$ cat config.mk
export PLATFORM = sky130hd
export DESIGN_NAME = vntu_div_pipe
export DESIGN_NICKNAME = d
export VERILOG_FILES = /design/src/design/vntu_pkg.sv /design/src/design/vntu_div_pipe.sv
export SDC_FILE = /design/constraint.sdc
export NUM_CORES = 2
export LEC_CHECK = 0
export ABC_AREA = 1
export BUFFER_PORTS_ARGS = -buffer_cell sky130_fd_sc_hd__clkbuf_2
export CAP_MARGIN = 20
export CORE_MARGIN = 5
export CORE_UTILIZATION = 50
export CTS_BUF_LIST = sky130_fd_sc_hd__clkbuf_4
export DETAILED_ROUTE_END_ITERATION = 6
export PLACE_DENSITY = 0.68
export SYNTH_ARGS = -nofsm -noshare
export SYNTH_HDL_FRONTEND = slang
export SYNTH_SLANG_ARGS = --single-unit
export TNS_END_PERCENT = 50
$ cat constraint.sdc
create_clock -name clock -period 1.9 [get_ports clock]
set_input_delay 0.38 -clock clock [delete_from_list [all_inputs] [get_ports clock]]
set_output_delay 0.38 -clock clock [all_outputs]
set_load 0.05 [all_outputs]
$ cat src/design/vntu_pkg.sv
// vntu_pkg: shared widths, constants and stage structs for the vertex
// normal/tangent unpack unit; used by every module under design/
`default_nettype none

package vntu_pkg;

   // number of normalized tangent lanes (x, y, z)
   localparam int LANES       = 3;
   // squared byte magnitude, sum of four squares
   localparam int SQ_W        = 15;
   localparam int SUM_W       = 17;
   // restoring divide: quotient bits and partial remainder
   localparam int QUO_W       = 31;
   localparam int DREM_W      = 16;
   // restoring square root: result bits, radicand and partial remainder
   localparam int ROOT_W      = 16;
   localparam int RAD_W       = 2 * ROOT_W;
   localparam int SREM_W      = 17;
   // output component width (signed Q2.14)
   localparam int COMP_W      = 16;
   localparam int WORD_W      = 32;
   // stages between the front end and the output register
   localparam int SIDE_DELAY  = QUO_W + ROOT_W;

   // normal divide by 511: 2*x + 511 over 1022, x = 32 * magnitude
   localparam logic [15:0] NORM_OFFSET = 16'd511;
   localparam logic [10:0] NORM_DIV2   = 11'd1022;
   // tangent w over 127 rounds up once the magnitude reaches half of 127
   localparam logic [7:0]  W_ROUND_MIN = 8'd64;

   // side information that travels next to the normalize lanes
   typedef struct packed {
      logic                          use_tan;
      logic                          skipped;
      logic [LANES-1:0]              tan_neg;
      logic [LANES-1:0][COMP_W-1:0]  norm_comp;
      logic [COMP_W-1:0]             comp_w;
   } vntu_side_type;

   // front end result handed to the lanes
   typedef struct packed {
      logic [LANES-1:0][SQ_W-1:0]    sq;
      logic [SUM_W-1:0]              sum;
      vntu_side_type                 side;
   } vntu_front_type;

endpackage

`default_nettype wire

$ cat src/design/vntu_div_pipe.sv
// vntu_div_pipe: pipelined restoring divider, one quotient bit per stage,
// computes floor(sq * 2^30 / sum); uses vntu_pkg
`default_nettype none

module vntu_div_pipe (
   input  logic                          clock,
   input  logic                          advance,
   input  logic [vntu_pkg::SQ_W-1:0]     in_sq,
   input  logic [vntu_pkg::SUM_W-1:0]    in_sum,
   output logic [vntu_pkg::QUO_W-1:0]    out_quo
);
   import vntu_pkg::*;

   logic [DREM_W-1:0] rem_ff [0:QUO_W-2];
   logic [SUM_W-1:0]  sum_ff [0:QUO_W-2];
   logic [QUO_W-1:0]  quo_ff [0:QUO_W-1];

   // one stage per quotient bit, most significant first
   for (genvar g = 0; g < QUO_W; g++) begin : g_step
      logic [DREM_W-1:0] rem_src;
      logic              bit_src;
      logic [SUM_W-1:0]  sum_src;
      logic [QUO_W-1:0]  quo_src;
      logic [SUM_W-1:0]  shifted;
      logic              ge;
      logic [QUO_W-1:0]  quo_in;

      // first stage starts from the upper bits of the dividend
      if (g == 0) begin : g_first
         assign rem_src = {2'b0, in_sq[SQ_W-1:1]};
         assign bit_src = in_sq[0];
         assign sum_src = in_sum;
         assign quo_src = '0;
      end else begin : g_next
         assign rem_src = rem_ff[g-1];
         assign bit_src = 1'b0;
         assign sum_src = sum_ff[g-1];
         assign quo_src = quo_ff[g-1];
      end

      assign shifted = {rem_src, bit_src};
      assign ge      = (shifted >= sum_src);

      always_comb begin
         quo_in = quo_src;
         quo_in[QUO_W-1-g] = ge;
      end

      always_ff @(posedge clock) begin
         if (advance) begin
            quo_ff[g] <= quo_in;
         end
      end

      // partial remainder stays below the divisor
      if (g < QUO_W - 1) begin : g_keep
         logic [SUM_W-1:0]  diff;
         logic [DREM_W-1:0] rem_in;
         assign diff   = shifted - sum_src;
         assign rem_in = ge ? diff[DREM_W-1:0] : shifted[DREM_W-1:0];
         always_ff @(posedge clock) begin
            if (advance) begin
               rem_ff[g] <= rem_in;
               sum_ff[g] <= sum_src;
            end
         end
      end
   end

   assign out_quo = quo_ff[QUO_W-1];

endmodule

`default_nettype wire

==> metrics.yaml <==
status:
  status: "finished, violations left"
  violations: "setup timing"
route:
  drt-total-wl_um: 258000
  vias_per_cell: 5.10
  wire_per_inst_um: 17.2
  ant_nets: 0
  vias: 76400
  dr.pass1.iters: 6
  drc_errors: 0
  drt_iter0_drc: 5682
clocking:
  htreeDepth: 5
  cts.sinks: 1486
  clock_path_buffers: 4
  path_clk_slew_ps: 70
  cts-root-buf: "clkbuf_4"
  clock_latency_ps: 1430
  cts_tree: "yes"
  cts_buffers: 397
setup_path:
  cp-start-kind: "flip-flop"
  arrival_ps: 2020
  crit_required_ps: 1520
  critPathKind: "flip-flop to primary output"
  cpMaxStageDelayCell: "edfxtp_1"
  regToRegSetupSlack_ps: -320
  critPathMaxStageDelay_ps: 450
  critPathCaptureType: "primary output"
  critPathBufInv: 1
  cpLargestDelayFamily: "flip-flops"
  cp_max_fo: 1
  worstPathCellList: "buf_8"
flow_run:
  cap_violations: 0
global_route:
  grt_pass1_wl_um: 383000
  first_global_vias: 75400
  antenna_found_initial: 4
  grt.overflow.total: 0
  grt_max_degree: 101
  grtUsageTotal_pct: 26.6
sta:
  fmax_mhz: 417
  max_slew_margin_pct: 53.7
  post-route-period-util_pct: 126
  setup_viol: 521
  min_period_ps: 2400
  maxSlewViolCount: 0
  tightest_slew_ps: 694
  skew_ps: 139
  hold_viol: 0
  grt_setup_unrepaired: "yes"
  fin_ws_ps: -500
power_and_ir_drop:
  ir_drop_v: 0.00104
  power.leakage_nw: 60.4
  powerDensity_nw_per_um2: 1550
finish:
  layout.nets: 13100
  final_core_util_pct: 74.5
  layout_common_cells: "nand2_1, buf_4, edfxtp_1, inv_1, nand2_2"
  syn_to_final_growth_pct: 47.9
  drive_above_1_share_pct: 41.8
  final_common_cell: "nand2_1"
  fin_area_um2: 125000
  nFillCells: 11000
floorplan:
  num_io_pins: 65
  dieArea_um2: 177000
  die_width_um: 421
  num_rows: 150
  die_h_um: 421
  coreArea_um2: 168000
  start_util_pct: 50.4
synthesis:
  syn_area_um2: 84500
  yosysWarnings: 0
  synthDistinctLibCells: 40
  synthesis.nets: 9957
  synthCells: 9369
  ys_ff_latch: 1486
  syn_avg_cell_area_um2: 9.01
  yosysSeqAreaShare_pct: 52.8
placed_design:
  port_buffers: 64
  placed_cell_area_um2: 103000
  gp_congestion: 0.943
  pre_cts_ws_ps: -303
  dpl.hpwl_um: 172000
min_path:
  worstHoldPathType: "input pin to flip-flop"
[kinds of logic (layout without fill, tap and decap cells)]
| group | Yosys count | after routing | synth area share (%) |
|---|---|---|---|
| compound gates | 331 | 331 | 2.02 |
| xor+xnor | 208 | 208 | 2.16 |
| fa+ha+maj | 554 | 554 | 8.47 |
| buf+inv | 1796 | 5173 | 8.53 |
| flops | 1486 | 1486 | 52.8 |
| other cells | 0 | 7 | 0 |
| simple gates | 4994 | 5022 | 26.0 |
[state kept, by name (all words and copies together), names as in the netlist]
name,cells
sum_ff,510
quo_ff,496
rem_ff,480
[report_power, final]
part / switching (mW) / internal, mW
combinational: 58.9 / 53.9
clock: 13.5 / 15.0
sequential: 6.08 / 45.9
[path summary, 6_finish.rpt]
| kind | start | end | cells after the start |
|---|---|---|---|
| hold / removal | advance | rem_ff[0][57] | 3 |
| hold reg to reg | quo_ff[1][195] | quo_ff[1][226] | 0 |
| setup / recovery | quo_ff[1][452] | out_quo[18] | 1 |
| setup reg to reg | rem_ff[0][245] | rem_ff[1][7] | 11 |
[cell type report]
class                   instances  area, um2  share of cell area (%)
diodes                          7       17.5                  0.0140
clock buffers                 539       4050                    3.24
clock inverters               137        925                   0.740
inverters                    1711       6570                    5.26
multi-input cells            6115      43300                    34.6
flip-flops and latches       1486      44600                    35.7
well taps                    2204       2760                    2.21
repair buffers               2777      22600                    18.1
repair inverters                9       91.3                  0.0731
[stage by stage]
stage	power (mW)	setup TNS [ps]	std cells	hold WS [ps]
3_3_place_gp	132	-81580	13600	400
3_5_place_dp	133	-89620	13600	405
4_1_cts	177	-69450	14700	2.86
5_1_grt	206	-127210	15000	91.6
2_1_floorplan	95.5	-164	9369	400
6_report	193	-84710	15000	191
[metal layers]
layer	part of all wire [%]	vias up	track usage, %
met5	0.0046	-	0
met3	5.0	808	3.31
li1	-	36800	-
met1	40	36100	33.0
met2	50	2659	46.6
met4	4.5	2	11.9
[synth_stat cells, drive strengths merged]
cell type | count | area (um2)
nor3 | 116 | 676
fa | 30 | 601
ha | 524 | 6560
o21bai | 2 | 15.0
o21ai | 26 | 130
nand4 | 152 | 951
clkbuf | 6 | 30.0
nand3 | 697 | 3830
a21o | 14 | 105
or2 | 12 | 75.1
and2 | 21 | 131
o21a | 3 | 22.5
nor3b | 2 | 25.0
clkinv | 6 | 22.5
edfxtp | 1486 | 44600
nand2 | 3433 | 13500
xnor2 | 70 | 613
buf | 79 | 724
nand3b | 99 | 743
nor2 | 462 | 2070
a31oi | 1 | 6.26
xor2 | 138 | 1210
inv | 1705 | 6420
a21oi | 285 | 1430
[repair_timing]
item / in CTS / in global routing
hold buffers: 68 / 0
setup endpoints to repair: 523 / 529
pin swaps: 437 / 552
endpoints found under the hold margin: 1520 / 0
gates cloned: 33 / 17
resized for setup: 1195 / 1163
buffers inserted: 341 / 261
[worst register-to-register path: stages, from the launching register on]
cell and delay (ps):
edfxtp_1 500, ha_4 320, buf_4 140, nand2_2 90, buf_4 140, inv_1 60
a21oi_2 150, nand2_2 100, buf_4 150, xor2_1 140, nand2_1 80, nand2_1 70
Note: power is estimated with default switching activity, not from simulation.
