`src/design/vntu_pkg.sv`:
```
// vntu_pkg: shared widths, constants and stage structs for the vertex
// normal/tangent unpack unit; used by every module under design/
`default_nettype none

package vntu_pkg;

   // number of normalized tangent lanes (x, y, z)
   localparam int LANES       = 3;
   // squared byte magnitude, sum of four squares
   localparam int SQ_W        = 15;
   localparam int SUM_W       = 17;
   // restoring divide: quotient bits and partial remainder
   localparam int QUO_W       = 31;
   localparam int DREM_W      = 16;
   // restoring square root: result bits, radicand and partial remainder
   localparam int ROOT_W      = 16;
   localparam int RAD_W       = 2 * ROOT_W;
   localparam int SREM_W      = 17;
   // output component width (signed Q2.14)
   localparam int COMP_W      = 16;
   localparam int WORD_W      = 32;
   // stages between the front end and the output register
   localparam int SIDE_DELAY  = QUO_W + ROOT_W;

   // normal divide by 511: 2*x + 511 over 1022, x = 32 * magnitude
   localparam logic [15:0] NORM_OFFSET = 16'd511;
   localparam logic [10:0] NORM_DIV2   = 11'd1022;
   // tangent w over 127 rounds up once the magnitude reaches half of 127
   localparam logic [7:0]  W_ROUND_MIN = 8'd64;

   // side information that travels next to the normalize lanes
   typedef struct packed {
      logic                          use_tan;
      logic                          skipped;
      logic [LANES-1:0]              tan_neg;
      logic [LANES-1:0][COMP_W-1:0]  norm_comp;
      logic [COMP_W-1:0]             comp_w;
   } vntu_side_type;

   // front end result handed to the lanes
   typedef struct packed {
      logic [LANES-1:0][SQ_W-1:0]    sq;
      logic [SUM_W-1:0]              sum;
      vntu_side_type                 side;
   } vntu_front_type;

endpackage

`default_nettype wire

```
`src/design/vntu_sqrt_pipe.sv`:
```
// vntu_sqrt_pipe: pipelined restoring integer square root, one root bit per
// stage; uses vntu_pkg
`default_nettype none

module vntu_sqrt_pipe (
   input  logic                          clock,
   input  logic                          advance,
   input  logic [vntu_pkg::QUO_W-1:0]    in_quo,
   output logic [vntu_pkg::ROOT_W-1:0]   out_root
);
   import vntu_pkg::*;

   logic [SREM_W-1:0] rem_ff  [0:ROOT_W-2];
   logic [RAD_W-1:0]  rad_ff  [0:ROOT_W-2];
   logic [ROOT_W-1:0] root_ff [0:ROOT_W-1];

   // one stage per root bit, two radicand bits consumed per stage
   for (genvar g = 0; g < ROOT_W; g++) begin : g_step
      localparam int P = ROOT_W - 1 - g;
      logic [SREM_W-1:0] rem_src;
      logic [RAD_W-1:0]  rad_src;
      logic [ROOT_W-1:0] root_src;
      logic [SREM_W+1:0] rem_sh;
      logic [SREM_W+1:0] trial;
      logic              ge;
      logic [ROOT_W-1:0] root_in;

      if (g == 0) begin : g_first
         assign rem_src  = '0;
         assign rad_src  = {{(RAD_W-QUO_W){1'b0}}, in_quo};
         assign root_src = '0;
      end else begin : g_next
         assign rem_src  = rem_ff[g-1];
         assign rad_src  = rad_ff[g-1];
         assign root_src = root_ff[g-1];
      end

      assign rem_sh  = {rem_src, rad_src[2*P+1:2*P]};
      assign trial   = {{(SREM_W+2-ROOT_W-2){1'b0}}, root_src, 2'b01};
      assign ge      = (rem_sh >= trial);
      assign root_in = {root_src[ROOT_W-2:0], ge};

      always_ff @(posedge clock) begin
         if (advance) begin
            root_ff[g] <= root_in;
         end
      end

      // remainder is at most twice the partial root
      if (g < ROOT_W - 1) begin : g_keep
         logic [SREM_W+1:0] diff;
         logic [SREM_W-1:0] rem_in;
         assign diff   = rem_sh - trial;
         assign rem_in = ge ? diff[SREM_W-1:0] : rem_sh[SREM_W-1:0];
         always_ff @(posedge clock) begin
            if (advance) begin
               rem_ff[g] <= rem_in;
               rad_ff[g] <= rad_src;
            end
         end
      end
   end

   assign out_root = root_ff[ROOT_W-1];

endmodule

`default_nettype wire

```
`config.mk`:
```
export PLATFORM = sky130hd
export DESIGN_NAME = vntu_sqrt_pipe
export DESIGN_NICKNAME = d
export VERILOG_FILES = /design/src/design/vntu_pkg.sv /design/src/design/vntu_sqrt_pipe.sv
export SDC_FILE = /design/constraint.sdc
export NUM_CORES = 1
export LEC_CHECK = 0
export BUFFER_PORTS_ARGS = -buffer_cell sky130_fd_sc_hd__buf_4
export CORE_UTILIZATION = 40
export CTS_CLUSTER_DIAMETER = 200
export CTS_CLUSTER_SIZE = 10
export DETAILED_ROUTE_END_ITERATION = 10
export GPL_TIMING_DRIVEN = 0
export PLACE_DENSITY = 0.63
export RECOVER_POWER = 50
export SLEW_MARGIN = 15
export SYNTH_ARGS = -nofsm -noshare
export SYNTH_HDL_FRONTEND = slang
export SYNTH_SLANG_ARGS = --single-unit
```
`constraint.sdc`:
```
create_clock -name clock -period 2.53 [get_ports clock]
set_input_delay 0.1265 -clock clock [delete_from_list [all_inputs] [get_ports clock]]
set_output_delay 0.1265 -clock clock [all_outputs]
set_load 0.005 [all_outputs]
```
==> results.md, run 1 <==
- Root buffer cell: clkbuf_16
- DRT Wirelength: 54000 um
- Pwr Density: 783 nW/um^2
- Number of diodes: 0
- Fmax: 0.381 GHz
- R2r startpoint: rem_ff[1][43]
- Total track usage: 14.3%
- IO Count: 49
- Setup ws final: -0.0917 ns
- Fillers: 6032
- Share of cells above drive strength 1: 18.6%
- Required time at the worst-slack endpoint: 2.89 ns
- CTS Buf Count: 70
- Drt wl/cell: 16.2 um
- Die Y: 270 um
- CTS Buffer Depth: 3
- Initial antenna violation count: 0
- Die width: 270 um
- Worst Clk Skew: 0.0309 ns
- R2R Setup Slk: -0.09 ns
- Commonest cells post-synth: edfxtp_1, inv_1, nor2_1, ha_1, a21oi_1
- CP max FO: 10
- Final Util: 48.7%
- Global-route wire length before repair: 85500 um
- Worst path arrival time: 2.98 ns
- RSZ-0062 raised after global routing: true
- Register area share after synthesis: 63.6%
- Worst hold slack: 0.195 ns
- Dpl hpwl: 36200 um
- Clk Latency, worst-skew pair: 0.62 ns
- Max-cap viol count: 1
- Fin crit period: 2.62 ns
- Detail Route Antenna Nets: 0
- Final nets: 2576
- Final setup viols: 18
- Core area: 70500 sq um
- Via density: 5.21
- Total grt overflow: 0
- Initial DRC count: 1040
- Violated checks: max-capacitance violations, max-slew violations, negative setup slack
- Top-count cell post-synth: edfxtp_1
- Post-Synthesis Cells: 2163
- Ys flop type: edfxtp_1
- Post-synth ARST share: 0%
- Worst-Margin Slew: 1.75 ns
- Yosys top cell by area: edfxtp_1
- Final Hold Violating Endpoints: 0
- Yosys warns: 0
- Post-place setup slack: -0.474 ns
- DRC errors left: 0
- CP Capture Type: flop
- Post-synth EDFFs: 608
- Reg area: 18300 sq um
- CTS sink cnt: 608
- Drt first pass iters: 6
- Mapped Area: 28700 sq um
- H-tree depth: 3
- Vias in the first global route: 17.0k
- Mapped Nets: 2347
- Die Area: 72800 sq um
- WS Path Type: reg -> reg
- Avg Cell Area, Syn: 13.3 sq um
- Reg2Reg Capture Point: rem_ff[1][59]
- Total design power: 0.0269 W
- Vias: 17.4k
- Status: finished with violations
- Worst Hold Path Cells: 2
- Starting Density: 40.7%
- CP startpoint kind: flop
- Final period utilization: 104%
- HP Start: advance
- Worst hold endpoint: rad_ff[0][96]
- Unique masters post-synth: 97
- Fraction of synthesized cell area taken by the top area cell type: 63.6%
- Clk pin slew, worst setup/hold paths: 0.05 ns
- Hold Crit Class: in -> reg
- Multi-input gate area: 10600 sq um
- Slew Limit Headroom: -16.4%
- Pins Over Slew Limit: 71
- GP Congestion: 0.860
- Peak VDD IR: 0.000525 V
- Synth area leaders: edfxtp_1, ha_1, xnor2_1
- Port buffer count: 48
- Worst R2R Path Depth: 10
- CTS tree: built
- #FFs+latches synth: 608
- Rows: 97
- Largest net degree at the start of global routing: 115
- Area Growth Syn to Fin: 19.6%
- Leakage: 12.9 nW
[where the power goes]
part           switching [W]  internal (W)
sequential          0.000662        0.0125
clock                0.00377       0.00496
combinational        0.00256       0.00245
[how the worst max path moves through the flow]
stage,depth (start not counted),slack [ns],endpoint,startpoint
5_1_grt,10,-0.18,rem_ff[1][59],rem_ff[1][43]
3_5_place_dp,8,-0.47,rem_ff[1][74],root_ff[5][20]
2_1_floorplan,7,0.02,rem_ff[1][55],rem_ff[1][44]
6_report,10,-0.09,rem_ff[1][59],rem_ff[1][43]
4_1_cts,9,-0.13,rem_ff[1][112],rem_ff[1][87]
3_3_place_gp,1,-3.44,rem_ff[0][118],advance
[per-layer routing]
metal | global-route usage, % | part of all wire [%] | vias up
li1 | - | - | 8549
met1 | 18.2 | 44 | 8407
met2 | 24.3 | 49 | 350
met3 | 2.58 | 4.4 | 100
met4 | 5.08 | 2.5 | 0
met5 | 0 | 0 | -
[timing repair]
action                                  4_1_cts  5_1_grt
buffers inserted                             21       60
endpoints found under the hold margin       101        0
hold buffers                                 32        0
pin swaps                                    17       55
resized for setup                            77      152
endpoints found under the setup margin      145      153
cloned                                        0        2
[cells by family (layout without fill, tap and decap cells)]
group / count (synthesis) / count (layout) / synth area share [%]
xor gates and xnor gates: 158 / 158 / 4.85
and+or+nand+nor: 527 / 527 / 9.64
adders and majority gates: 151 / 151 / 6.58
buffers and inverters: 232 / 467 / 3.23
DFF: 608 / 608 / 63.6
other: 1 / 1 / 0.0131
muxes: 47 / 47 / 1.96
AOI/OAI and AO/OA: 439 / 439 / 10.1
[area by class of cell]
class | count | share of cell area [%]
Tap cell | 940 | 3.43
Multi-Input combinational cell | 1323 | 30.8
Timing Repair Buffer | 168 | 4.16
Clock buffer | 70 | 5.10
Buffer | 30 | 0.726
Clock inverter | 8 | 0.416
Inverter | 191 | 2.12
Sequential cell | 608 | 53.2
[sequential cells by signal, indices dropped and copies added, names as in the netlist]
signal   count
rem_ff     232
root_ff    129
rad_ff     247
[metrics by stage]
stage | instances | area (sq um) | setup TNS, ns
2_1_floorplan | 2163 | 28700 | 0
3_3_place_gp | 3151 | 30200 | -2068.22
3_5_place_dp | 3156 | 30400 | -80.96
4_1_cts | 3277 | 33100 | -1.51
5_1_grt | 3338 | 34300 | -2.20
6_report | 3338 | 34300 | -0.887
[critical path, cell delays in order (launching register included)]
cell	delay, ns
edfxtp_1	0.40
ha_1	0.22
buf_6	0.13
a211o_1	0.27
or3_4	0.34
or3_4	0.40
a21oi_4	0.18
inv_6	0.10
buf_8	0.17
nor2_1	0.11
a21oi_1	0.05
[layout by cell type, fill, tap and decap left out, types with 27 or more instances in the layout]
cell	netlist	final
a21o_1	38	38
a21oi_1	141	128
buf_4	1	83
clkbuf_16	0	71
clkbuf_4	0	43
dlygate4sd3_1	0	31
edfxtp_1	608	608
ha_1	151	103
ha_4	0	38
inv_1	188	185
mux2_2	29	27
nand2_1	74	73
nand3_1	45	43
nor2_1	160	152
nor3_1	48	40
o21a_1	38	38
o21ai_0	70	62
xnor2_1	91	91
xor2_1	66	66
(Power assumes the default switching activity.)
==> run 2: changes to the inputs <==
--- a/config.mk
+++ b/config.mk
@@ -7,6 +7,7 @@
 export LEC_CHECK = 0
 export BUFFER_PORTS_ARGS = -buffer_cell sky130_fd_sc_hd__buf_4
 export CORE_UTILIZATION = 40
+export CTS_BUF_LIST = sky130_fd_sc_hd__clkbuf_2 sky130_fd_sc_hd__clkbuf_4 sky130_fd_sc_hd__clkbuf_8
 export CTS_CLUSTER_DIAMETER = 200
 export CTS_CLUSTER_SIZE = 10
 export DETAILED_ROUTE_END_ITERATION = 10
==> run 2 against run 1 <==
Effect of this change:
- the flow still finishes with violations (max-capacitance violations, max-slew violations, negative setup slack)
- non-clock buffer count is 9 higher
- worst hold slack better by 0.012 ns
- cell area is 1.7% lower
- final cell count is 0.36% higher
==> results.md, run 2 (same netlist as run 1, synthesis figures left out) <==
- Total track usage: 14.3% (-0.030 points)
- Final period utilization: 104% (+0.63 points)
- Most common cell after layout, fill and taps aside: edfxtp_1
- Multi-input gate area: 10700 sq um (+1.3%)
- Worst Hold Path Cells: 2 (unchanged)
- Slowest cell on crit path: edfxtp_1
- CP startpoint kind: flop
- Final Hold Violating Endpoints: 0 (unchanged)
- Share of cells above drive strength 1: 19.6% (+1.0 points)
- Reg2Reg Capture Point: rem_ff[1][59]
- Largest net degree at the start of global routing: 115 (unchanged)
- Post-place instance area: 30400 sq um (unchanged)
- CP most frequent cell: or3_4
- Detail Route Antenna Nets: 0 (unchanged)
- Crit path from: root_ff[5][10]
- Via density: 5.22 (+0.13%)
- Reg area: 18300 sq um (unchanged)
- Pwr Density: 712 nW/um^2 (-9.0%)
- CTS Buffer Depth: 3 (unchanged)
- Peak VDD IR: 0.000397 V (-24%)
- Crit-path cells: inv_2 > ha_4 > a211o_1 > or3_4 > or3_4 > a21oi_4 > clkinv_4 > buf_8 > nor2_4 > a21oi_2
- Design area: 33700 sq um (-1.7%)
- Final nets: 2587 (+0.43%)
- Clk Latency, worst-skew pair: 0.66 ns (+0.04 ns)
- Pins Over Slew Limit: 71 (unchanged)
- Worst R2R Path Depth: 10 (unchanged)
- Slew Limit Headroom: -17.6% (-1.2 points)
- Drt wl/cell: 16.3 um (+0.63%)
- Status: finished with violations
- Rows: 97 (unchanged)
- Number of flip-flops in the largest register: 247 (unchanged)
- RSZ-0062 raised after global routing: true
- Hold Crit Class: in -> reg
- DRC errors left: 0 (unchanged)
- Most frequent cells in the layout: edfxtp_1, inv_1, nor2_1, a21oi_1, ha_1
- Required time at the worst-slack endpoint: 2.93 ns (+0.04 ns)
- CTS Buf Count: 70 (unchanged)
- Die width: 270 um (unchanged)
- WS Path Type: reg -> reg
- Dpl hpwl: 36200 um (unchanged)
- Die Y: 270 um (unchanged)
- Drt first pass iters: 5 (-1)
- Setup ws final: -0.108 ns (-0.0159 ns)
- CTS sink cnt: 608 (unchanged)
- H-tree depth: 3 (unchanged)
- Die Area: 72800 sq um (unchanged)
- Fmax: 0.379 GHz (-0.60%)
- IO Count: 49 (unchanged)
- Clk pin slew, worst setup/hold paths: 0.08 ns (+0.03 ns)
- Worst-Margin Slew: 1.76 ns (+0.0176 ns)
- Max-cap viol count: 1 (unchanged)
- Worst Clk Skew: 0.0239 ns (-0.00704 ns)
- Largest regs: rad_ff (247), rem_ff (232), root_ff (129)
- Violated checks: max-capacitance violations, max-slew violations, negative setup slack
- Core area: 70500 sq um (unchanged)
- Vias: 17.5k (+0.49%)
- Initial DRC count: 1087 (+4.5%)
- Global-route wire length before repair: 85400 um (-0.18%)
- Fillers: 6091 (+0.98%)
- Initial antenna violation count: 1 (+1)
- Leakage: 12.6 nW (-2.3%)
- Final setup viols: 22 (+4)
- HP Start: in_quo[18]
- GP Congestion: 0.860 (unchanged)
- Total grt overflow: 0 (unchanged)
- R2r startpoint: root_ff[5][10]
- Vias in the first global route: 17.0k (-0.018%)
- Largest Register: rad_ff
- R2R Setup Slk: -0.11 ns (-0.02 ns)
- Area Growth Syn to Fin: 17.5%
- CTS tree: built
- Max incr delay on CP: 0.44 ns (+0.04 ns)
- CP endpoint: rem_ff[1][59]
- DRT Wirelength: 54500 um (+0.99%)
- Post-Route Setup TNS: -1.24 ns (-0.353 ns)
- Worst path arrival time: 3.04 ns (+0.06 ns)
- CP max FO: 6 (-4)
- Starting Density: 40.7% (unchanged)
- Fin crit period: 2.64 ns (+0.0159 ns)
- Root buffer cell: clkbuf_8
- CP Capture Type: flop
- Port buffer count: 48 (unchanged)
run 2: changes by cell type in the layout (fill, tap and decap cells not counted), sizes merged:
cell / change
dlygate4sd3: +1
clkinvlp: +1
inv: +3
diode: +1
buf: -8
clkbuf: +16
o211ai: +1
clkinv: -3
run 2: per-stage QoR:
step / std cells / power, W / util (%) / hold WS (ns) / worst slack (ns)
2_1_floorplan: 2163 / 0.0162 / - / 0.225 / 0.0218
5_1_grt: 3350 / 0.0253 / 47.8 / 0.163 / -0.185
6_report: 3350 / 0.0240 / 47.8 / 0.206 / -0.108
3_3_place_gp: 3151 / 0.0174 / 42.9 / 0.305 / -3.44
4_1_cts: 3281 / 0.0237 / 45.8 / 0.122 / -0.131
3_5_place_dp: 3156 / 0.0175 / 43.1 / 0.306 / -0.474
run 2: cell type report:
| type | instances | share of cell area, % |
|---|---|---|
| Multi-Input combinational cell | 1324 | 31.8 |
| Timing Repair inverter | 1 | 0.0260 |
| Buffer | 28 | 0.698 |
| Tap cell | 940 | 3.49 |
| Clock buffer | 70 | 2.86 |
| Timing Repair Buffer | 179 | 4.57 |
| Inverter | 191 | 2.16 |
| Antenna cell | 1 | 0.00742 |
| Clock inverter | 8 | 0.237 |
| Sequential cell | 608 | 54.1 |
run 2: power by group:
| group | internal, W | switching [W] | total (W) |
|---|---|---|---|
| clock network | 0.00254 | 0.00331 | 0.00585 |
| logic | 0.00248 | 0.00260 | 0.00507 |
| registers | 0.0124 | 0.000661 | 0.0131 |
run 2: worst min-delay path by stage:
| stage | endpoint | slack, ns |
|---|---|---|
| final | rad_ff[0][18] | 0.21 |
| after global routing | rad_ff[0][23] | 0.16 |
| after CTS | rad_ff[0][20] | 0.12 |
| after detailed placement | rad_ff[0][15] | 0.31 |
| after global placement | rad_ff[0][1] | 0.30 |
| after floorplan | rad_ff[0][0] | 0.23 |
run 2: layer usage:
layer	vias up	track usage [%]	part of all wire, %
met2	394	24.0	49
met1	8449	18.4	44
li1	8554	-	-
met5	-	0	0
met3	95	2.66	4.6
met4	0	4.89	2.3
run 2: critical path: cells and delay by family (launching register included):
kind	cells	cell delay [ns]
flops	1	0.44
fa+ha+maj	1	0.19
buf+inv	3	0.42
simple gates	3	0.84
compound gates	3	0.50
run 2: what timing repair did:
item,4_1_cts,5_1_grt
cloned,2,6
hold endpoints to repair,101,0
endpoints found under the setup margin,145,285
gates resized for setup,76,186
buffers inserted,23,65
pin swaps,18,63
hold buffers,33,0
