File: src/design/vntu_pkg.sv
// vntu_pkg: shared widths, constants and stage structs for the vertex
// normal/tangent unpack unit; used by every module under design/
`default_nettype none

package vntu_pkg;

   // number of normalized tangent lanes (x, y, z)
   localparam int LANES       = 3;
   // squared byte magnitude, sum of four squares
   localparam int SQ_W        = 15;
   localparam int SUM_W       = 17;
   // restoring divide: quotient bits and partial remainder
   localparam int QUO_W       = 31;
   localparam int DREM_W      = 16;
   // restoring square root: result bits, radicand and partial remainder
   localparam int ROOT_W      = 16;
   localparam int RAD_W       = 2 * ROOT_W;
   localparam int SREM_W      = 17;
   // output component width (signed Q2.14)
   localparam int COMP_W      = 16;
   localparam int WORD_W      = 32;
   // stages between the front end and the output register
   localparam int SIDE_DELAY  = QUO_W + ROOT_W;

   // normal divide by 511: 2*x + 511 over 1022, x = 32 * magnitude
   localparam logic [15:0] NORM_OFFSET = 16'd511;
   localparam logic [10:0] NORM_DIV2   = 11'd1022;
   // tangent w over 127 rounds up once the magnitude reaches half of 127
   localparam logic [7:0]  W_ROUND_MIN = 8'd64;

   // side information that travels next to the normalize lanes
   typedef struct packed {
      logic                          use_tan;
      logic                          skipped;
      logic [LANES-1:0]              tan_neg;
      logic [LANES-1:0][COMP_W-1:0]  norm_comp;
      logic [COMP_W-1:0]             comp_w;
   } vntu_side_type;

   // front end result handed to the lanes
   typedef struct packed {
      logic [LANES-1:0][SQ_W-1:0]    sq;
      logic [SUM_W-1:0]              sum;
      vntu_side_type                 side;
   } vntu_front_type;

endpackage

`default_nettype wire

File: src/design/vntu_front.sv
// vntu_front: two register stages that unpack the attribute word, square the
// tangent bytes and finish the normal and tangent w divides; uses vntu_pkg
`default_nettype none

module vntu_front (
   input  logic                     clock,
   input  logic                     reset,
   input  logic                     advance,
   input  logic                     in_valid,
   input  logic                     in_func,
   input  logic [31:0]              in_word,
   output logic                     out_valid,
   output vntu_pkg::vntu_front_type out_data
);
   import vntu_pkg::*;

   // first stage registers
   logic                         s1_valid_ff;
   logic                         s1_func_ff;
   logic [LANES-1:0]             s1_nneg_ff;
   logic [LANES-1:0][9:0]        s1_nmag_ff;
   logic [3:0]                   s1_tneg_ff;
   logic [3:0][SQ_W-1:0]         s1_sq_ff;
   logic [7:0]                   s1_tmag3_ff;

   logic [LANES-1:0]             nneg_in;
   logic [LANES-1:0][9:0]        nmag_in;
   logic [3:0]                   tneg_in;
   logic [3:0][SQ_W-1:0]         sq_in;
   logic [7:0]                   tmag3_in;

   // second stage registers
   logic                         s2_valid_ff;
   vntu_front_type               s2_data_ff;
   vntu_front_type               s2_data_in;

   // unpack fields, take magnitudes, square the tangent bytes
   always_comb begin
      logic [9:0]  field;
      logic [7:0]  byte_v;
      logic [7:0]  tmag;
      logic [15:0] prod;
      tmag3_in = '0;
      for (int i = 0; i < LANES; i++) begin
         field      = in_word[10*i +: 10];
         nneg_in[i] = field[9];
         nmag_in[i] = field[9] ? (~field + 10'd1) : field;
      end
      for (int i = 0; i < 4; i++) begin
         byte_v     = in_word[8*i +: 8];
         tneg_in[i] = byte_v[7];
         tmag       = byte_v[7] ? (~byte_v + 8'd1) : byte_v;
         prod       = {8'b0, tmag} * {8'b0, tmag};
         sq_in[i]   = prod[SQ_W-1:0];
         if (i == 3) begin
            tmag3_in = tmag;
         end
      end
   end

   always_ff @(posedge clock) begin
      if (reset) begin
         s1_valid_ff <= 1'b0;
      end else if (advance) begin
         s1_valid_ff <= in_valid;
      end
   end

   always_ff @(posedge clock) begin
      if (advance) begin
         s1_func_ff  <= in_func;
         s1_nneg_ff  <= nneg_in;
         s1_nmag_ff  <= nmag_in;
         s1_tneg_ff  <= tneg_in;
         s1_sq_ff    <= sq_in;
         s1_tmag3_ff <= tmag3_in;
      end
   end

   // sum of squares, normal components over 511, tangent w over 127
   always_comb begin
      logic [14:0] x32;
      logic [15:0] y;
      logic [5:0]  q_est;
      logic [10:0] r;
      logic [14:0] nm;
      logic [14:0] wmag;
      logic        skip;
      s2_data_in.sum = SUM_W'(s1_sq_ff[0]) + SUM_W'(s1_sq_ff[1])
                     + SUM_W'(s1_sq_ff[2]) + SUM_W'(s1_sq_ff[3]);
      for (int i = 0; i < LANES; i++) begin
         // 16384/511 = 32 + 32/511: quotient of the small part from y/1024
         // plus one correction
         x32   = {s1_nmag_ff[i], 5'b0};
         y     = {s1_nmag_ff[i], 6'b0} + NORM_OFFSET;
         q_est = y[15:10];
         r     = {1'b0, y[9:0]} + {4'b0, q_est, 1'b0};
         nm    = x32 + 15'(q_est) + 15'(r >= NORM_DIV2);
         s2_data_in.side.norm_comp[i] = s1_func_ff ? '0 :
            (s1_nneg_ff[i] ? -{1'b0, nm} : {1'b0, nm});
         s2_data_in.sq[i] = s1_sq_ff[i];
      end
      // 16384/127 = 129 + 1/127
      skip = s1_func_ff & (s1_tmag3_ff == 8'd0);
      wmag = {s1_tmag3_ff, 7'b0} + 15'(s1_tmag3_ff) + 15'(s1_tmag3_ff >= W_ROUND_MIN);
      s2_data_in.side.comp_w = (s1_func_ff & !skip) ?
         (s1_tneg_ff[3] ? -{1'b0, wmag} : {1'b0, wmag}) : '0;
      s2_data_in.side.use_tan = s1_func_ff & !skip;
      s2_data_in.side.skipped = skip;
      s2_data_in.side.tan_neg = s1_tneg_ff[LANES-1:0];
   end

   always_ff @(posedge clock) begin
      if (reset) begin
         s2_valid_ff <= 1'b0;
      end else if (advance) begin
         s2_valid_ff <= s1_valid_ff;
      end
   end

   always_ff @(posedge clock) begin
      if (advance) begin
         s2_data_ff <= s2_data_in;
      end
   end

   assign out_valid = s2_valid_ff;
   assign out_data  = s2_data_ff;

endmodule

`default_nettype wire

File: config.mk
export PLATFORM = sky130hd
export DESIGN_NAME = vntu_front
export DESIGN_NICKNAME = d
export VERILOG_FILES = /design/src/design/vntu_pkg.sv /design/src/design/vntu_front.sv
export SDC_FILE = /design/constraint.sdc
export NUM_CORES = 1
export LEC_CHECK = 0
export BUFFER_PORTS_ARGS = -buffer_cell sky130_fd_sc_hd__buf_2
export CELL_PAD_IN_SITES_DETAIL_PLACEMENT = 0
export CELL_PAD_IN_SITES_GLOBAL_PLACEMENT = 2
export CORE_UTILIZATION = 43
export CTS_BUF_LIST = sky130_fd_sc_hd__clkbuf_8 sky130_fd_sc_hd__clkbuf_16
export DETAILED_ROUTE_END_ITERATION = 10
export GPL_ROUTABILITY_DRIVEN = 0
export PLACE_DENSITY_LB_ADDON = 0.3
export SYNTH_ARGS = -nofsm -noshare
export SYNTH_HDL_FRONTEND = slang
export SYNTH_SLANG_ARGS = --single-unit
File: constraint.sdc
create_clock -name clock -period 8.8 [get_ports clock]
set_input_delay 0.88 -clock clock [delete_from_list [all_inputs] [get_ports clock]]
set_output_delay 0.88 -clock clock [all_outputs]
set_load 0.03 [all_outputs]
==> impl_metrics.ini, run 1 <==
[synth]
synth.top_cells.by_area = edfxtp_1 36%, fa_1 13%, ha_1 10%
netlist_top_cells_count = 266 x inv_1, 228 x edfxtp_1, 202 x nor2_1
synth_flop_cell = edfxtp_1
synth_area_sq_um = 19200
yosys_warnings = 0
yosysUniqueCellTypes = 87
yosysSeqAreaShare = 0.359
synth_top_area_cell = edfxtp_1
postSynthAreaPerCell_sq_um = 10.2
async_flop_share = 0
netlist.area_leader.share = 0.356
synth-seq-cells = 230
synth_cells = 1885
synth_most_common_cell = inv_1
synth_edf_count = 228

[floorplan]
dieWidth_um = 213
dieHeight_um = 213
placementRows = 77
start_util = 0.435
core_sq_um = 44100
io_pins = 169
die-area_sq_um = 45500

[clock_network]
clk_path_buf_depth = 3
cts_tree = done
clk_latency_ns = 0.56
htree_num_levels = 1
clkSinkCount = 230
cts_buffers = 28
root_buffer = clkbuf_16
cts_setup_buffers = 0
ctsResizeCount = 0
ctsHoldBuffers = 0
clk_pin_slew_ns = 0.06

[timing]
drv_slew = 0
rsz0062_at_grt = no
tightest_slew_ns = 1.06
fin_worst_skew_ns = 0.0232
fin_crit_sh = 0.701
finalHoldWorstSlack_ns = 0.419
fin_setup_tns_ns = 0
fin_crit_ns = 6.17
final_hold_viol_count = 0
clock.fmax_mhz = 162
setup_violations = 0
slew_headroom = 0.294

[final_layout]
areaGrowthSynthToFinish_pct = 12.2
drive_gt1_frac = 0.124
antenna_cells = 0
final_cell_area_sq_um = 21600
final_nets = 2371
instances_no_fill = 2666
fillers = 4189
multi_input_comb_area_sq_um = 11200
regArea_sq_um = 6890
finish.utilization = 0.488

[min_path]
hp-class = reg -> reg

[placement]
hpwl_um = 33800
post-place-cells = 2616
port_buffers = 165
post_dp_cell_area_sq_um = 20700

[global_route]
grt_pass1_vias = 13300
grt_pass1_wl_um = 70700
grt.overflow.total = 0
antenna_found_initial = 0
globalRouteTotalUtil = 0.197
grt_max_degree = 81

[worst_setup_path]
required_ns = 9.08
crit_type = in -> reg
critPathArrivalTime_ns = 6.45
critPathMaxFanout = 4
start_kind = input pin
crit_path_end_kind = flip-flop

[power]
power_frac_comb = 0.575
switching_share = 0.427
switching_power_w = 0.00314
power_frac_seq = 0.274
p_per_area_nw_per_um2 = 341
p_clk_frac = 0.150
power.internal_w = 0.00421
leakagePower_nw = 9.37
vdd_drop_max_mv = 0.377

[detailed_routing]
drtPass1Iterations = 5
drt-vias-per-instance = 5.05
wl_um = 43500
wl_per_cell_um = 16.3
first_iter_violations = 662
drtAntennaViolNets = 0
drc = 0
vias = 13500

[outcome]
outcome = finished, final reports clean

[job]
cap_violations = 0
-- worst max-delay path, stage by stage --
cell and delay (ns):
buf_2 0.14, or3_1 0.43, or3_1 0.40, or4b_2 0.69, or2_2 0.33, fa_1 0.51
fa_1 0.54, fa_1 0.53, fa_1 0.55, inv_1 0.04, ha_1 0.32, nor2b_1 0.15
o21a_1 0.18, o31a_1 0.25, o41ai_1 0.36, xnor2_1 0.14
-- placed cells by master (no fill, tap or decap), types with 12 or more instances in the layout --
cell type | netlist | routed
inv_1 | 266 | 273
buf_2 | 7 | 164
or2_2 | 22 | 22
o31ai_1 | 21 | 21
ha_1 | 154 | 154
xnor2_1 | 162 | 162
a21o_1 | 16 | 16
nand2_1 | 110 | 110
xor2_1 | 51 | 51
a21oi_1 | 60 | 60
and2_1 | 12 | 12
nor2_1 | 202 | 202
edfxtp_1 | 228 | 228
or3_1 | 21 | 21
clkbuf_16 | 0 | 29
o21bai_1 | 21 | 21
nand3_1 | 25 | 25
fa_1 | 126 | 126
nor2b_1 | 27 | 27
o21ai_0 | 50 | 50
mux2i_1 | 15 | 15
conb_1 | 2 | 29
nor3_1 | 45 | 45
nand2b_1 | 25 | 25
-- logic make-up (layout without fill, tap and decap cells) --
group           after synthesis  after routing  share of synthesized area
compound gates              258            258                     0.0930
xor+xnor                    214            214                     0.0983
fa+ha+maj                   280            280                      0.232
buf+inv                     324            486                     0.0650
flops                       230            230                      0.359
mux                          21             21                     0.0113
other cells                   2             29                   0.000391
simple gates                556            556                      0.142
-- final timing paths --
kind / start / slack (ns) / depth (start not counted) / endpoint
setup / recovery: in_word[12] / 2.63 / 16 / s1_sq_ff[29]$_DFFE_PP_
hold / removal: s1_tneg_ff[1]$_DFFE_PP_ / 0.42 / 0 / out_data[65]$_DFFE_PP_
setup reg to reg: s1_nmag_ff[12]$_DFFE_PP_ / 3.04 / 17 / out_data[43]$_SDFFCE_PP0P_
hold reg to reg: s1_tneg_ff[1]$_DFFE_PP_ / 0.42 / 0 / out_data[65]$_DFFE_PP_
-- area by class of cell --
cell class                 count  share of cell area
multi-input combinational   1358               0.518
sequential                   230               0.320
inverter                     266              0.0463
timing repair buffer         170              0.0405
tap                          592              0.0344
clock buffer                  29              0.0337
clock inverter                21             0.00720
-- per-layer routing --
metal | up-vias | GRT usage | wire length (um)
met5 | - | 0 | 0
met2 | 261 | 0.302 | 19300
met3 | 50 | 0.0224 | 1830
li1 | 6703 | - | -
met4 | 0 | 0.0574 | 1080
met1 | 6436 | 0.292 | 21400
-- power groups by stage --
stage                     clock network [W]  registers (W)  logic [W]
after floorplan                           0        0.00213    0.00309
after global placement                    0        0.00204    0.00417
after detailed placement                  0        0.00202    0.00416
after CTS                           0.00114        0.00202    0.00426
after global routing                0.00118        0.00204    0.00480
final                               0.00110        0.00201    0.00423
-- through the flow --
| stage | total power [W] | setup WS [ns] |
|---|---|---|
| 2_1_floorplan | 0.00522 | 2.59 |
| 3_3_place_gp | 0.00620 | 2.16 |
| 3_5_place_dp | 0.00618 | 2.09 |
| 4_1_cts | 0.00742 | 2.63 |
| 5_1_grt | 0.00802 | 2.38 |
| 6_report | 0.00734 | 2.63 |
-- registers in the layout (all words and copies together) (netlist names) --
register     cells
s1_valid_ff      1
out_data       128
s1_func_ff       1
s1_nmag_ff      30
s1_tneg_ff       4
s1_sq_ff        55
out_valid        1
s1_nneg_ff       3
s1_tmag3_ff      7
Power figures use the tool's default switching activity.
==> run 2, diff against run 1 <==
CORE_UTILIZATION = 40   (was 43)
clock period = 6.25 ns   (was 8.8 ns; I/O delays follow)
==> run 2 against run 1 <==
  * Clock-buffer cell count down 1
  * Cell count increased by 2.1%
  * Critical path depth unchanged
  * Cell area grew 1.6%
  * Sequential cell count unchanged
  * Total power grew 45%
  * Largest power group unchanged
  * Highest routed layer unchanged
==> impl_metrics.ini, run 2 (synthesis gave the netlist of run 1 again) <==
[outcome]
outcome = finished, final reports clean

[global_route]
grt.overflow.total = 0
antenna_found_initial = 0
grt_pass1_vias = 13400
grt_max_degree = 102
grt_pass1_wl_um = 72400
globalRouteTotalUtil = 0.185

[floorplan]
die-area_sq_um = 48900
start_util = 0.409
io_pins = 169
core_sq_um = 47000
dieHeight_um = 221
dieWidth_um = 221
placementRows = 79

[detailed_routing]
wl_met3_um = 1720
drc = 0
top_layer = met4
drtPass1Iterations = 5
vias = 13600
wl_met2_um = 20500
first_iter_violations = 818
drt-vias-per-instance = 4.99
wl_um = 45000
wl_per_cell_um = 16.5
wl_met1_um = 21800
drtAntennaViolNets = 0

[placement]
post-place-cells = 2670
port_buffers = 165
hpwl_um = 35400

[worst_setup_path]
critPathMaxFanout = 2
crit_path_frequent_cell = fa_1
crit_type = in -> reg
start_kind = input pin
required_ns = 6.55
cp_cell_sequence = buf_2 -> or3_1 -> or3_1 -> or4b_2 -> or2_2 -> fa_1 -> fa_1 -> fa_1 -> fa_1 -> inv_1 -> ha_1 -> nor2b_1 -> o21a_1 -> o31a_1 -> o41ai_1 -> xnor2_1
slowest_delay_ns = 0.66
crit_path_end_kind = flip-flop
rrSetupSlack_ns = 0.79
critPathArrivalTime_ns = 6.02
crit_slowest_cell = or4b_2

[final_layout]
final_nets = 2410
drive_gt1_frac = 0.144
instances_no_fill = 2722
largest_reg_flops = 128
final_cell_mix = 269 x inv_1, 228 x edfxtp_1, 202 x nor2_1, 164 x buf_2, 162 x xnor2_1
antenna_cells = 0
final_common_cell = inv_1
areaGrowthSynthToFinish_pct = 14.0

[timing]
final_hold_viol_count = 0
clock.fmax_mhz = 175
fin_crit_ns = 5.72
finalHoldWorstSlack_ns = 0.229
rsz0062_at_grt = no
tightest_slew_ns = 0.959
fin_crit_sh = 0.916
drv_slew = 0
setup_violations = 0
slew_headroom = 0.356
fin_worst_skew_ns = 0.0142

[clock_network]
ctsResizeCount = 0
clk_pin_slew_ns = 0.06
root_buffer = clkbuf_16
clkSinkCount = 230
clk_path_buf_depth = 3
clk_latency_ns = 0.57
cts_tree = done
ctsHoldBuffers = 0
cts_setup_buffers = 0
htree_num_levels = 1
cts_buffers = 28

[power]
leakagePower_nw = 9.54
p_per_area_nw_per_um2 = 487
vdd_drop_max_mv = 0.458

[job]
cap_violations = 0

[min_path]
hp-class = in -> reg
-- run 2: final cells by class --
type	count	area, sq um
fillers	4438	25100
multi-input cells	1358	11200
flip-flops and latches	230	6890
repair buffers	209	1170
inverters	266	998
well taps	607	759
clock buffers	28	701
clock inverters	24	214
-- run 2: layer usage --
| metal | GRT usage | vias up |
|---|---|---|
| li1 | - | 6780 |
| met1 | 0.269 | 6496 |
| met2 | 0.293 | 249 |
| met3 | 0.0204 | 50 |
| met4 | 0.0496 | 0 |
| met5 | 0 | - |
-- run 2: critical path: cells and delay by family --
kind,cells,cell delay [ns]
and+or+nand+nor,5,1.91
xor gates and xnor gates,1,0.13
buffers and inverters,2,0.14
adders and majority gates,5,2.42
AOI/OAI and AO/OA,3,0.77
-- run 2: path summary, 6_finish.rpt --
check | from | to | cells after the start
min | reset | out_valid$_SDFFE_PP0P_ | 2
max reg2reg | s1_nmag_ff[22]$_DFFE_PP_ | out_data[59]$_SDFFCE_PP0P_ | 18
min reg2reg | s1_tneg_ff[1]$_DFFE_PP_ | out_data[65]$_DFFE_PP_ | 0
max | in_word[11] | s1_sq_ff[29]$_DFFE_PP_ | 16
-- run 2: through the flow --
stage	power [W]	cell area, sq um	setup TNS, ns	setup WS [ns]	util
after floorplan	0.00735	19300	0	0.290	-
after global placement	0.00913	21000	0	0.0357	0.447
after detailed placement	0.00911	21000	-0.0294	-0.0294	0.447
after CTS	0.0109	21900	0	0.523	0.466
after global routing	0.0116	21900	0	0.329	0.466
final	0.0107	21900	0	0.528	0.466
-- run 2: report_power, final --
group	total, W	internal [W]	switching (W)	leakage [nW]
combinational	0.00625	0.00257	0.00368	6.82
clock	0.00160	0.000910	0.000690	0.440
sequential	0.00282	0.00249	0.000325	2.28
total	0.0107	0.00597	0.00470	9.54
==> run 3, diff against run 2 <==
RECOVER_POWER = 50   (was unset)
==> run 3 against run 2 <==
  * The flow now finishes with violations (capacitance limit, slew limit)
  * Worst setup slack gained 0.0063 ns
  * Sequential power is essentially flat
  * Critical path depth is the same
  * Maximum frequency rose by 0.11%
  * Sequential share of layout area rose by 0.25 points
  * Total power shrank 0.39%
  * Die area is the same
  * First-iteration DRC count shrank 9.0%
  * Via count hardly changed
  * Wire length about the same
  * Clock power about the same
==> impl_metrics.ini, run 3 (synthesis gave the netlist of run 1 again) <==
[floorplan]
start_util = 0.409
io_pins = 169
dieWidth_um = 221
placementRows = 79
dieHeight_um = 221
core_sq_um = 47000
die-area_sq_um = 48900

[detailed_routing]
wl_per_cell_um = 16.5
wl_um = 45000
first_iter_violations = 744
drt-vias-per-instance = 4.98
vias = 13600
drtPass1Iterations = 4
drc = 0
drtAntennaViolNets = 0

[placement]
port_buffers = 165
hpwl_um = 35400
dp_slack_ns = -0.0294
post-place-cells = 2670

[power]
switching_power_w = 0.00469
leakagePower_nw = 9.18
total_power_w = 0.0106
power_frac_comb = 0.584
p_clk_frac = 0.151
vdd_drop_max_mv = 0.459
power.internal_w = 0.00594
switching_share = 0.441
p_per_area_nw_per_um2 = 489
power_frac_seq = 0.266

[clock_network]
root_buffer = clkbuf_16
cts_tree = done
clk_latency_ns = 0.57
cts_setup_buffers = 0
htree_num_levels = 1
cts_buffers = 28
ctsHoldBuffers = 0
clk_path_buf_depth = 3
ctsResizeCount = 0
clk_pin_slew_ns = 0.06
clkSinkCount = 230

[timing]
finalWorstSetupSlack_ns = 0.534
final_hold_viol_count = 0
fin_worst_skew_ns = 0.0148
fin_crit_sh = 0.915
slew_headroom = -2.17
setup_violations = 0
tightest_slew_ns = 4.76
drv_slew = 102
rsz0062_at_grt = no
fin_setup_tns_ns = 0
fin_crit_ns = 5.72
clock.fmax_mhz = 175

[worst_setup_path]
worst-r2r-cell-count = 17
crit_type = in -> reg
required_ns = 6.55
critPathMaxFanout = 2
rrSetupSlack_ns = 0.78
critPathArrivalTime_ns = 6.02
critical_path.startpoint = in_word[11]
start_kind = input pin
crit_path_end_kind = flip-flop
rr_endpoint = out_data[43]$_SDFFCE_PP0P_
rr_startpoint = s1_nmag_ff[12]$_DFFE_PP_

[min_path]
min_from = reset
holdPathEnd = out_valid$_SDFFE_PP0P_
hold_depth = 2
hp-class = in -> reg

[final_layout]
final_cell_mix = 269 x inv_1, 228 x edfxtp_1, 202 x nor2_1, 162 x xnor2_1, 154 x ha_1
areaGrowthSynthToFinish_pct = 13.1
final_common_cell = inv_1
finish.utilization = 0.463
instances_no_fill = 2723
drive_gt1_frac = 0.0875
largest_reg_flops = 128
final_nets = 2410

[global_route]
grt_pass1_vias = 13400
grt_pass1_wl_um = 72400
antenna_found_initial = 0
grt.overflow.total = 0
globalRouteTotalUtil = 0.185
grt_max_degree = 102

[outcome]
violations = capacitance limit, slew limit
outcome = complete, but fails checks

[job]
cap_violations = 1
## run 3: cell count changes in the layout (fill, tap and decap cells not counted), sizes merged
cell           previous run  this run
buf                     209        89
clkbuf                   28       147
clkdlybuf4s25             0         1
diode                     0         1
## run 3: metal layers
layer  GRT usage  wire length [um]  up-vias
met5           0                 0        -
met4      0.0496              1010        0
li1            -                 -     6781
met1       0.269             22000     6520
met3      0.0204              1630       50
met2       0.293             20400      220
## run 3: power groups by stage
stage	Sequential, W	Clock [W]	Combinational, W
2_1_floorplan	0.00300	0	0.00435
3_3_place_gp	0.00285	0	0.00628
3_5_place_dp	0.00283	0	0.00628
4_1_cts	0.00282	0.00166	0.00638
5_1_grt	0.00287	0.00171	0.00699
6_report	0.00282	0.00160	0.00620
## run 3: layout make-up
class	instances	area (sq um)
multi-input cells	1358	11200
repair buffers	209	993
clock buffers	28	701
clock inverters	24	214
diodes	1	2.50
inverters	266	998
fillers	4520	25200
well taps	607	759
flip-flops and latches	230	6890
## run 3: worst max-delay path by stage
stage / endpoint / slack [ns] / cells after the start
CTS: s1_sq_ff[29]$_DFFE_PP_ / 0.52 / 16
floorplan: s1_sq_ff[29]$_DFFE_PP_ / 0.29 / 15
global placement: s1_sq_ff[29]$_DFFE_PP_ / 0.04 / 16
finish: s1_sq_ff[29]$_DFFE_PP_ / 0.53 / 16
detailed placement: s1_sq_ff[29]$_DFFE_PP_ / -0.03 / 16
global route: s1_sq_ff[44]$_DFFE_PP_ / 0.24 / 25
## run 3: worst max-delay path: stages
cell and delay [ns]:
buf_2 0.10, or3_1 0.44, or3_1 0.35, or4b_2 0.66, or2_2 0.33, fa_1 0.52, fa_1 0.53, fa_1 0.53
fa_1 0.55, inv_1 0.04, ha_1 0.29, nor2b_1 0.13, o21a_1 0.19, o31a_1 0.25, o41ai_1 0.33, xnor2_1 0.13
## run 3: metrics by stage
| stage | instance area [sq um] | hold slack [ns] |
|---|---|---|
| 4_1_cts | 21900 | 0.194 |
| 3_3_place_gp | 21000 | 0.402 |
| 2_1_floorplan | 19300 | 0.400 |
| 3_5_place_dp | 21000 | 0.405 |
| 6_report | 21700 | 0.228 |
| 5_1_grt | 21700 | 0.201 |
